### src/rtl/ltp_pkg.sv
// Shared types and constants for the LRC timestamp line parser.
// Used by the front, queue, back and top-level modules; depends on nothing.
package ltp_pkg;

    localparam int WIN_LEN = 10;

    localparam logic [7:0] BYTE_LF    = 8'h0A;
    localparam logic [7:0] BYTE_CR    = 8'h0D;
    localparam logic [7:0] BYTE_OPEN  = 8'h5B;  // '['
    localparam logic [7:0] BYTE_CLOSE = 8'h5D;  // ']'
    localparam logic [7:0] BYTE_COLON = 8'h3A;  // ':'
    localparam logic [7:0] BYTE_ZERO  = 8'h30;  // '0'
    localparam logic [7:0] BYTE_NINE  = 8'h39;  // '9'

    localparam int MS_W   = 13;  // minutes * 60 + seconds, at most 6039
    localparam int CENT_W = 7;
    localparam int TIME_W = 20;

    typedef enum logic [1:0] {
        KIND_START = 2'd0,
        KIND_TEXT  = 2'd1,
        KIND_END   = 2'd2
    } kind_t;

    // One queued word: the results that one input byte causes, in order
    // blank start, blank end, timed start, text byte, entry end.
    typedef struct packed {
        logic              blank;
        logic              start;
        logic              text;
        logic              fin;
        logic [MS_W-1:0]   min_sec;
        logic [CENT_W-1:0] cent;
        logic [7:0]        data;
    } cmd_t;

    function automatic logic is_digit(input logic [7:0] b);
        return (b >= BYTE_ZERO) && (b <= BYTE_NINE);
    endfunction

endpackage

### src/rtl/ltp_front.sv
// Front part: accepts text bytes, tracks the line window and line state,
// and turns each byte with results into one queued word. Depends on ltp_pkg.
module ltp_front (
    input  logic          clk,
    input  logic          rst_n,
    input  logic          in_valid,
    output logic          in_ready,
    input  logic [7:0]    text_byte,
    input  logic          end_of_text,
    input  logic          q_full,
    output logic          push,
    output ltp_pkg::cmd_t cmd
);
    import ltp_pkg::*;

    logic [7:0]  win_reg [WIN_LEN];
    logic [7:0]  win_next [WIN_LEN];
    logic [7:0]  win_shift [WIN_LEN];
    logic        matched_reg, matched_next;
    logic        open_reg, open_next;
    logic        seen_reg, seen_next;
    logic        accept;
    logic        is_lf;
    logic        is_tag;
    logic [6:0]  mins;
    logic [6:0]  secs;
    logic [6:0]  cent;

    assign in_ready = !q_full;
    assign accept   = in_valid && in_ready;
    assign is_lf    = (text_byte == BYTE_LF);

    always_comb
    begin
        for (int i = 0; i < WIN_LEN - 1; i++)
        begin
            win_shift[i] = win_reg[i + 1];
        end
        win_shift[WIN_LEN - 1] = text_byte;
    end

    assign is_tag = (win_shift[0] == BYTE_OPEN) && is_digit(win_shift[1]) &&
                    is_digit(win_shift[2]) && (win_shift[3] == BYTE_COLON) &&
                    is_digit(win_shift[4]) && is_digit(win_shift[5]) &&
                    (win_shift[6] != BYTE_CR) && (win_shift[6] != BYTE_LF) &&
                    is_digit(win_shift[7]) && is_digit(win_shift[8]) &&
                    (win_shift[9] == BYTE_CLOSE);

    // A checked digit's value is its low nibble.
    assign mins = 7'({3'b000, win_shift[1][3:0]} * 7'd10) + {3'b000, win_shift[2][3:0]};
    assign secs = 7'({3'b000, win_shift[4][3:0]} * 7'd10) + {3'b000, win_shift[5][3:0]};
    assign cent = 7'({3'b000, win_shift[7][3:0]} * 7'd10) + {3'b000, win_shift[8][3:0]};

    always_comb
    begin
        win_next     = win_reg;
        matched_next = matched_reg;
        open_next    = open_reg;
        seen_next    = seen_reg;
        cmd          = '0;
        cmd.min_sec  = MS_W'(mins * MS_W'(60)) + MS_W'(secs);
        cmd.cent     = cent;
        cmd.data     = text_byte;

        if (is_lf)
        begin
            cmd.fin      = matched_reg;
            win_next     = '{default: '0};
            matched_next = 1'b0;
            open_next    = 1'b0;
        end
        else if (matched_reg)
        begin
            if (text_byte == BYTE_CR)
            begin
                open_next = 1'b0;
            end
            else if (open_reg)
            begin
                cmd.text = 1'b1;
            end
        end
        else
        begin
            win_next = win_shift;
            if (is_tag)
            begin
                cmd.blank    = !seen_reg;
                cmd.start    = 1'b1;
                seen_next    = 1'b1;
                matched_next = 1'b1;
                open_next    = 1'b1;
            end
        end

        // The last byte of a text also ends its line, then all state resets.
        if (end_of_text)
        begin
            if (!is_lf)
            begin
                cmd.fin = matched_next;
            end
            win_next     = '{default: '0};
            matched_next = 1'b0;
            open_next    = 1'b0;
            seen_next    = 1'b0;
        end
    end

    assign push = accept && (cmd.blank || cmd.start || cmd.text || cmd.fin);

    always_ff @(posedge clk or negedge rst_n)
    begin
        if (!rst_n)
        begin
            win_reg     <= '{default: '0};
            matched_reg <= 1'b0;
            open_reg    <= 1'b0;
            seen_reg    <= 1'b0;
        end
        else if (accept)
        begin
            win_reg     <= win_next;
            matched_reg <= matched_next;
            open_reg    <= open_next;
            seen_reg    <= seen_next;
        end
    end

endmodule

### src/rtl/ltp_queue.sv
// Short first-in first-out queue of words between front and back parts.
// Depends on ltp_pkg for the word type.
module ltp_queue #(
    parameter int DEPTH = 2
) (
    input  logic          clk,
    input  logic          rst_n,
    input  logic          push,
    input  ltp_pkg::cmd_t push_data,
    input  logic          pop,
    output ltp_pkg::cmd_t head,
    output logic          empty,
    output logic          full
);
    import ltp_pkg::*;

    localparam int PTR_W = (DEPTH > 1) ? $clog2(DEPTH) : 1;
    localparam int CNT_W = $clog2(DEPTH + 1);

    cmd_t             mem_reg [DEPTH];
    logic [PTR_W-1:0] wr_ptr_reg, wr_ptr_next;
    logic [PTR_W-1:0] rd_ptr_reg, rd_ptr_next;
    logic [CNT_W-1:0] count_reg, count_next;
    logic             do_push;
    logic             do_pop;

    assign empty   = (count_reg == '0);
    assign full    = (count_reg == CNT_W'(DEPTH));
    assign do_push = push && !full;
    assign do_pop  = pop && !empty;
    assign head    = mem_reg[rd_ptr_reg];

    always_comb
    begin
        wr_ptr_next = wr_ptr_reg;
        rd_ptr_next = rd_ptr_reg;
        count_next  = count_reg;
        if (do_push)
        begin
            wr_ptr_next = (wr_ptr_reg == PTR_W'(DEPTH - 1)) ? '0 : wr_ptr_reg + 1'b1;
        end
        if (do_pop)
        begin
            rd_ptr_next = (rd_ptr_reg == PTR_W'(DEPTH - 1)) ? '0 : rd_ptr_reg + 1'b1;
        end
        if (do_push && !do_pop)
        begin
            count_next = count_reg + 1'b1;
        end
        else if (do_pop && !do_push)
        begin
            count_next = count_reg - 1'b1;
        end
    end

    always_ff @(posedge clk)
    begin
        if (do_push)
        begin
            mem_reg[wr_ptr_reg] <= push_data;
        end
    end

    always_ff @(posedge clk or negedge rst_n)
    begin
        if (!rst_n)
        begin
            wr_ptr_reg <= '0;
            rd_ptr_reg <= '0;
            count_reg  <= '0;
        end
        else
        begin
            wr_ptr_reg <= wr_ptr_next;
            rd_ptr_reg <= rd_ptr_next;
            count_reg  <= count_next;
        end
    end

endmodule

### src/rtl/ltp_back.sv
// Back part: emits queued words' results via an output register, one
// per cycle while out_ready allows. Depends on ltp_pkg.
module ltp_back (
    input  logic          clk,
    input  logic          rst_n,
    input  ltp_pkg::cmd_t head,
    input  logic          q_empty,
    output logic          pop,
    output logic          out_valid,
    input  logic          out_ready,
    output logic [1:0]    result_kind,
    output logic [19:0]   time_cs,
    output logic [7:0]    out_byte,
    output logic          last_of_run
);
    import ltp_pkg::*;

    localparam int STEP_BLANK_START = 0;
    localparam int STEP_BLANK_END   = 1;
    localparam int STEP_START       = 2;
    localparam int STEP_TEXT        = 3;
    localparam int STEP_END         = 4;
    localparam int NSTEP            = 5;

    logic [NSTEP-1:0]  pend_reg, pend_next;
    logic              cur_valid_reg, cur_valid_next;
    logic [TIME_W-1:0] time_reg, time_next;
    logic [7:0]        data_reg, data_next;

    logic              out_valid_reg;
    kind_t             kind_reg, kind_next;
    logic [TIME_W-1:0] otime_reg, otime_next;
    logic [7:0]        obyte_reg, obyte_next;
    logic              olast_reg, olast_next;

    logic              advance;
    logic [NSTEP-1:0]  pend_left;
    logic              finishing;

    assign advance = cur_valid_reg && (!out_valid_reg || out_ready);

    // Pick the first pending step and form its result.
    always_comb
    begin
        pend_left  = pend_reg;
        kind_next  = KIND_END;
        otime_next = '0;
        obyte_next = '0;
        if (pend_reg[STEP_BLANK_START])
        begin
            pend_left[STEP_BLANK_START] = 1'b0;
            kind_next = KIND_START;
        end
        else if (pend_reg[STEP_BLANK_END])
        begin
            pend_left[STEP_BLANK_END] = 1'b0;
        end
        else if (pend_reg[STEP_START])
        begin
            pend_left[STEP_START] = 1'b0;
            kind_next  = KIND_START;
            otime_next = time_reg;
        end
        else if (pend_reg[STEP_TEXT])
        begin
            pend_left[STEP_TEXT] = 1'b0;
            kind_next  = KIND_TEXT;
            obyte_next = data_reg;
        end
        else
        begin
            pend_left[STEP_END] = 1'b0;
        end
    end

    assign finishing  = (pend_left == '0);
    assign olast_next = finishing;
    assign pop        = !q_empty && (!cur_valid_reg || (advance && finishing));

    always_comb
    begin
        pend_next      = pend_reg;
        cur_valid_next = cur_valid_reg;
        time_next      = time_reg;
        data_next      = data_reg;
        if (advance)
        begin
            pend_next = pend_left;
            if (finishing)
            begin
                cur_valid_next = 1'b0;
            end
        end
        if (pop)
        begin
            cur_valid_next = 1'b1;
            pend_next      = {head.fin, head.text, head.start, head.blank, head.blank};
            time_next      = TIME_W'(head.min_sec * TIME_W'(100)) + TIME_W'(head.cent);
            data_next      = head.data;
        end
    end

    always_ff @(posedge clk or negedge rst_n)
    begin
        if (!rst_n)
        begin
            cur_valid_reg <= 1'b0;
            pend_reg      <= '0;
            out_valid_reg <= 1'b0;
        end
        else
        begin
            cur_valid_reg <= cur_valid_next;
            pend_reg      <= pend_next;
            if (advance)
            begin
                out_valid_reg <= 1'b1;
            end
            else if (out_ready)
            begin
                out_valid_reg <= 1'b0;
            end
        end
    end

    always_ff @(posedge clk)
    begin
        time_reg <= time_next;
        data_reg <= data_next;
        if (advance)
        begin
            kind_reg  <= kind_next;
            otime_reg <= otime_next;
            obyte_reg <= obyte_next;
            olast_reg <= olast_next;
        end
    end

    assign out_valid   = out_valid_reg;
    assign result_kind = kind_reg;
    assign time_cs     = otime_reg;
    assign out_byte    = obyte_reg;
    assign last_of_run = olast_reg;

endmodule

### src/rtl/lrc_timestamp_line_parser.sv
// LRC timestamp line parser, top level: front part, word queue, back part.
// A byte's first result passes queue, current-word and output registers. One
// byte per cycle while the queue has room, one result per cycle while out_ready
// allows; a byte's k results (k at most 4) hold the back part, setting the rate.
// Reset (rst_n, asynchronous, active low) clears the window, line state and queue.
module lrc_timestamp_line_parser #(
    parameter int QUEUE_DEPTH = 2
) (
    input  logic        clk,
    input  logic        rst_n,
    input  logic        in_valid,
    output logic        in_ready,
    input  logic [7:0]  text_byte,
    input  logic        end_of_text,
    output logic        out_valid,
    input  logic        out_ready,
    output logic [1:0]  result_kind,
    output logic [19:0] time_cs,
    output logic [7:0]  out_byte,
    output logic        last_of_run
);
    import ltp_pkg::*;

    cmd_t push_cmd;
    cmd_t head_cmd;
    logic push;
    logic pop;
    logic q_empty;
    logic q_full;

    ltp_front u_front (
        .clk         (clk),
        .rst_n       (rst_n),
        .in_valid    (in_valid),
        .in_ready    (in_ready),
        .text_byte   (text_byte),
        .end_of_text (end_of_text),
        .q_full      (q_full),
        .push        (push),
        .cmd         (push_cmd)
    );

    ltp_queue #(
        .DEPTH (QUEUE_DEPTH)
    ) u_queue (
        .clk       (clk),
        .rst_n     (rst_n),
        .push      (push),
        .push_data (push_cmd),
        .pop       (pop),
        .head      (head_cmd),
        .empty     (q_empty),
        .full      (q_full)
    );

    ltp_back u_back (
        .clk         (clk),
        .rst_n       (rst_n),
        .head        (head_cmd),
        .q_empty     (q_empty),
        .pop         (pop),
        .out_valid   (out_valid),
        .out_ready   (out_ready),
        .result_kind (result_kind),
        .time_cs     (time_cs),
        .out_byte    (out_byte),
        .last_of_run (last_of_run)
    );

    // Only entry starts carry a time, and only text words carry a byte.
    assert property (@(posedge clk) disable iff (!rst_n)
        out_valid && (result_kind != KIND_START) |-> time_cs == '0)
        else $error("time set on a word that is not an entry start");

    assert property (@(posedge clk) disable iff (!rst_n)
        out_valid && (result_kind != KIND_TEXT) |-> out_byte == '0)
        else $error("byte set on a word that is not entry text");

    // A full queue must hold off the input side.
    assert property (@(posedge clk) disable iff (!rst_n)
        q_full |-> !in_ready)
        else $error("input taken while the queue is full");

endmodule
### config.mk
export PLATFORM = sky130hd
export DESIGN_NAME = lrc_timestamp_line_parser
export DESIGN_NICKNAME = d
export VERILOG_FILES = /design/src/rtl/ltp_pkg.sv /design/src/rtl/ltp_front.sv /design/src/rtl/ltp_queue.sv /design/src/rtl/ltp_back.sv /design/src/rtl/lrc_timestamp_line_parser.sv
export SDC_FILE = /design/constraint.sdc
export NUM_CORES = 1
export LEC_CHECK = 0
export ABC_AREA = 0
export BUFFER_PORTS_ARGS = -buffer_cell sky130_fd_sc_hd__buf_2
export CAP_MARGIN = 15
export CORE_AREA = 2 2 163 165
export DETAILED_ROUTE_END_ITERATION = 16
export DIE_AREA = 0 0 165 167
export HOLD_SLACK_MARGIN = 0.03
export PLACE_DENSITY = 0.62
export SYNTH_ARGS = -nofsm -noshare
export SYNTH_HDL_FRONTEND = slang
export SYNTH_HIERARCHICAL = 1
export SYNTH_SLANG_ARGS = --single-unit
### constraint.sdc
create_clock -name clk -period 4.4 [get_ports clk]
set_clock_uncertainty 0.05 [all_clocks]
set_input_delay 1.1 -clock clk [delete_from_list [all_inputs] [get_ports clk]]
set_output_delay 1.1 -clock clk [all_outputs]
set_load 0.02 [all_outputs]
---- After elaboration in Yosys (flattened, before gate mapping) ----
Memories as Yosys holds them, arrays and structs flattened.
Index checks and enable logic that the tools add are counted.
word-level totals
  register bits after elaboration ......... 145
  RAM bits ................................ 64
  input bits .............................. 13
  logic and storage cells ................. 162
  memories ................................ 1
memory list
  name             depth  width  rd ports  clocked after memory_dff  write ports  line             source
  u_queue.mem_reg  2      32     1         0                         1            ltp_queue.sv:20  cmd_t mem_reg [DEPTH];
cells by class
  add/sub/neg operators ................... 9
  multipliers ............................. 5
  $lt $le $gt $ge ......................... 12
  equality and inequality tests ........... 12
  mux-type cells .......................... 44
  bitwise operators ....................... 2
  reductions and logical operators ........ 52
operators with widths
  kind                   number
  $mux 72                3
  $ge 8x6->1 const B     6
  $le 8x6->1 const B     6
  $mux 1                 28
  $logic_and 1x1->1      25
  $add 7x4->7            3
  $add 20x7->20          1
  $mul 13x5->18 const B  1
  $mul 4x3->6 const B    3
  $eq 8x4->1 const B     2
  $eq 8x7->1 const B     2
  $mux 2                 8
  $ne 8x4->1 const B     2
  $add 13x7->13          1
  $mul 7x4->11 const B   1
  $mux 5                 2
  $reduce_bool 2->1      5
  $eq 8x6->1 const B     1
  $logic_not 1->1        7
  $mux 3                 2
  $reduce_or 3->1        2
  $logic_not 5->1        1
  $logic_or 1x1->1       5
  $mux 4                 1
  other kinds (14)       18

---- Logic depth before layout (Yosys ltp) ----
  word-level depth ........................ 24
  depth in mapped cells ................... 18
  depth with buffers taken out ............ 17

---- Hierarchy ----
Netlist, hierarchy kept.
by module, submodules not included
  module     times used  cells an instance  area an instance (um^2)
  ltp_front  1           425                4,729.5
  ltp_back   1           350                4,093.9
  ltp_queue  1           119                2,658.8

---- Worst setup path after synthesis ----
No wires, ideal clock.
  kind .................................... register to register
  start ................................... register u_queue.rd_ptr_reg
  end ..................................... register u_back.time_reg[18] (data pin)
  setup time .............................. 266 ps
  data arrival time ....................... 4,010 ps
  data required time ...................... 4,084 ps
  setup slack ............................. 74 ps
  stages on the path, launching flop included .. 16
  buffers on the path ..................... 2
  cells stage by stage .................... dfrtp_1 -> buf_6 -> buf_12 -> mux2_4 -> ha_1 -> ha_1 -> fa_1 -> ha_1 -> nor2b_1 -> o21a_1 -> or4bb_1 -> o311ai_2 -> o21ai_2 -> nor4_4 -> nand4_1 -> xor2_1
RTL lines
  element                   line             source
  start: declaration        ltp_queue.sv:22  logic [PTR_W-1:0] rd_ptr_reg, rd_ptr_next;
  start signal: assignment  ltp_queue.sv:75  rd_ptr_reg <= rd_ptr_next;
  end signal: assignment    ltp_back.sv:128  time_reg <= time_next;
  end: declaration          ltp_back.sv:27   logic [TIME_W-1:0] time_reg, time_next;

==> flow_metrics.tcl <==
set metrics [dict create \
    cts_root_buf "clkbuf_16" \
    maxSlewHeadroom_pct 44.66 \
    antenna_found_initial 0 \
    synth.cell_area_um2 11480 \
    ioPinCount 46 \
    rr_startpoint "u_front/win_reg[49]$_DFFE_PN0P_" \
    worst_setup_path_start_kind "flip-flop" \
    numCtsBuffers 23 \
    port_buffers 45 \
    worst-r2r-cell-count 14 \
    cts.sinks 209 \
    cts_tree "yes" \
    grt_pass1_vias 6698 \
    finalWeightedCongestion 0.7573 \
    synth_flop_cell "edfxtp_1" \
    clk_pin_slew_worst_paths_ns 0.06 \
    drc 0 \
    area_growth_pct 15.36 \
    synth_cells 894 \
    pwr-share-clk_pct 45.2 \
    pwr-share-comb_pct 3.2 \
    drt_iter0_drc 355 \
    seqPwrFrac_pct 51.6 \
    crit_chain "ha_2, fa_2, fa_1, inv_1, fa_1, fa_2, inv_1, ha_4, o21a_1, o31a_1, nor2_1, and4bb_1, nand3b_1, xnor2_2" \
    initial_core_util_pct 44.57 \
    critPathKind "reg -> reg" \
    die_area_um2 27560 \
    hold_start "u_front/seen_reg$_DFFE_PN0P_" \
    p_total_mw 4.095 \
    status "finished clean" \
    clock_latency_ns 0.52 \
    die_x_um 165 \
    antenna_cells 0 \
    dpl.hpwl_um 13440 \
    core-area_um2 25760 \
    drive_gt1_share_pct 22.46 \
    final_max_slew_viol_count 0 \
    num_vias 6857 \
    wl_per_cell_um 14.50 \
    utilization_pct 51.42 \
    wirelength_um 19260 \
    rsz0062_at_grt "yes" \
    crit_fanout 4 \
    overflow 0 \
    detail-route-antenna-nets 0 \
    leakagePower_nw 5.696 \
    cp.arrival_ns 4.52 \
    track_usage_pct 14.20 \
    p_sw_uw 873.3 \
    yosys_warnings 6 \
    via_per_inst 5.163 \
    synth_cell_type_count 77 \
    hold_violations 0 \
    syn_nets 1021 \
    cp_slowest_cell "fa_2" \
    swShare_pct 21.32 \
    maxCapViolCount 0 \
    ys_seq_elements 209 \
    rows 59 \
    worst_hold_slack_ns 0.4441 \
    fin_crit_ns 4.323 \
    power_density_nw_per_um2 309.2 \
    postCtsHoldBufs 0 \
    internal_power_mw 3.222 \
    critPathMaxStageDelay_ns 0.63 \
    regToRegEndpoint "u_queue/mem_reg[0][27]$_DFFE_PP_" \
    grt_pass1_wl_um 32610 \
    peakVddDrop_mv 0.2423 \
    grt_start_max_net_pins 66 \
    synth_top_area_share_pct 32.17 \
    setup_tns_ns 0 \
    yosysSeqAreaShare_pct 50.91 \
    syn_avg_cell_area_um2 12.84 \
    synth_edf_count 123 \
    max_freq_ghz 0.2313 \
    synth_area_leader_cell "edfxtp_1" \
    die-height_um 167 \
    setup_viol 0 \
    worst_setup_path_end_kind "flip-flop" \
    r2r_slack_ns 0.08 \
    min_path_cells 1 \
    largest_register_ffs 72 \
    cts_max_level 1 \
    drt_pass1_iterations 4 \
    cts_max_path_buffers 3 \
    async_flop_share_pct 41.15 \
    min_to "u_front/seen_reg$_DFFE_PN0P_" \
    nNetsFinal 1103 \
    worstPathRequired_ns 4.60 \
    finalCritPeriodShare_pct 98.26 \
    worst_slew_pin_slew_ns 0.8301 \
    hold_path_class "reg -> reg" \
    yosys-top-cells-area "edfxtp_1, dfrtp_1, ha_1, a22o_1, fa_1" \
]
-- critical path: cells and delay by family (launching register included) --
family,cells,cell delay [ns]
flops,1,0.40
simple gates,3,0.44
xor+xnor,1,0.16
fa+ha+maj,6,2.57
compound gates,2,0.27
buf+inv,2,0.15
-- power groups by stage --
stage               Clock, mW  Combinational [mW]  Sequential (mW)
floorplan                   0              0.0941             2.14
global placement            0               0.126             2.15
detailed placement          0               0.129             2.15
CTS                      1.90               0.130             2.11
global route             1.99               0.150             2.11
finish                   1.85               0.133             2.11
-- worst max path at each step --
stage | startpoint | endpoint
after global routing | u_front/win_reg[49]$_DFFE_PN0P_ | u_queue/mem_reg[0][27]$_DFFE_PP_
final | u_front/win_reg[49]$_DFFE_PN0P_ | u_queue/mem_reg[0][27]$_DFFE_PP_
after detailed placement | u_front/win_reg[56]$_DFFE_PN0P_ | u_queue/mem_reg[1][26]$_DFFE_PP_
after floorplan | u_queue/rd_ptr_reg$_DFFE_PN0P_ | u_back/time_reg[18]$_DFFE_PP_
after CTS | u_front/win_reg[57]$_DFFE_PN0P_ | u_queue/mem_reg[1][26]$_DFFE_PP_
after global placement | u_front/win_reg[57]$_DFFE_PN0P_ | u_queue/mem_reg[0][26]$_DFFE_PP_
-- area by class of cell --
class                      instances  area (µm²)
clock inverter                    13       106.4
clock buffer                      29       629.4
tap                              335       419.2
sequential                       209        5848
multi-input combinational        567        5314
timing repair buffer              92       618.1
fill                            2216       12520
inverter                          83       311.5
-- per-stage QoR --
step	setup slack, ns	area, µm²	std cells
6_report	0.07665	13250	1328
5_1_grt	-0.1057	13250	1328
4_1_cts	-0.02634	12830	1311
3_5_place_dp	-0.02727	12080	1267
3_3_place_gp	0.06357	12080	1267
2_1_floorplan	0.07440	11480	894
-- kinds of logic after synthesis --
family / synth area share, %
flip-flops: 50.91
AND/OR/NAND/NOR: 9.077
AO/OA/AOI/OAI: 11.63
buffers and inverters: 5.263
adder cells (fa/ha/maj): 14.01
XOR/XNOR: 4.936
multiplexers: 4.173
-- cells in the final DEF (no fill, tap or decap), types with 9 or more instances in the layout --
cell	Yosys	routed
and2_1	30	29
mux2_4	29	29
nor2_1	29	28
edfxtp_1	123	123
buf_2	3	44
o21ai_1	9	11
nor3_1	12	11
a21o_1	10	9
o21ai_0	27	23
clkbuf_16	0	24
a22o_1	65	65
inv_1	83	83
ha_1	91	80
nand2_1	37	37
dfrtp_1	86	84
nand4_1	9	9
fa_1	23	21
a21oi_1	22	19
xnor2_1	43	38
buf_4	11	44
xor2_1	18	16
-- Yosys cell counts (3+ instances only) --
cell      number
mux2_4        29
o21a_1         5
xor2_1        18
or3_1          3
buf_12         3
buf_6          9
a22o_1        65
edfxtp_1     123
o21ai_0       27
nor2b_1        7
buf_2          3
xnor2_1       43
a21oi_1       22
o22a_1         3
and3_1         3
or2_2          3
nand2b_1       9
nand3_1        8
nand2_1       37
o31a_1         3
o31ai_1        3
a21oi_2        3
buf_4         11
nor3_1        12
a211oi_1       4
inv_1         83
nand3b_1       5
mux2_2         3
a21o_1        10
ha_1          91
o21ai_1        9
and2_1        30
clkbuf_1       9
fa_1          23
nand4_1        9
nor4b_1        3
nor2_1        29
dfrtp_1       86
-- timing repair --
item,4_1_cts,5_1_grt
gates cloned,0,0
pin swaps,1,21
setup buffers,2,15
endpoints found under the hold margin,0,0
endpoints found under the setup margin,4,11
resized for setup,2,41
-- layer usage --
layer  wire length (µm)  vias up  track usage (%)
met5                  0        -                0
met4                398        0            3.970
met3                564       30            2.242
met2               8985       77            22.08
met1               9310     3370            20.60
li1                   -     3380                -
(Power assumes the default switching activity.)
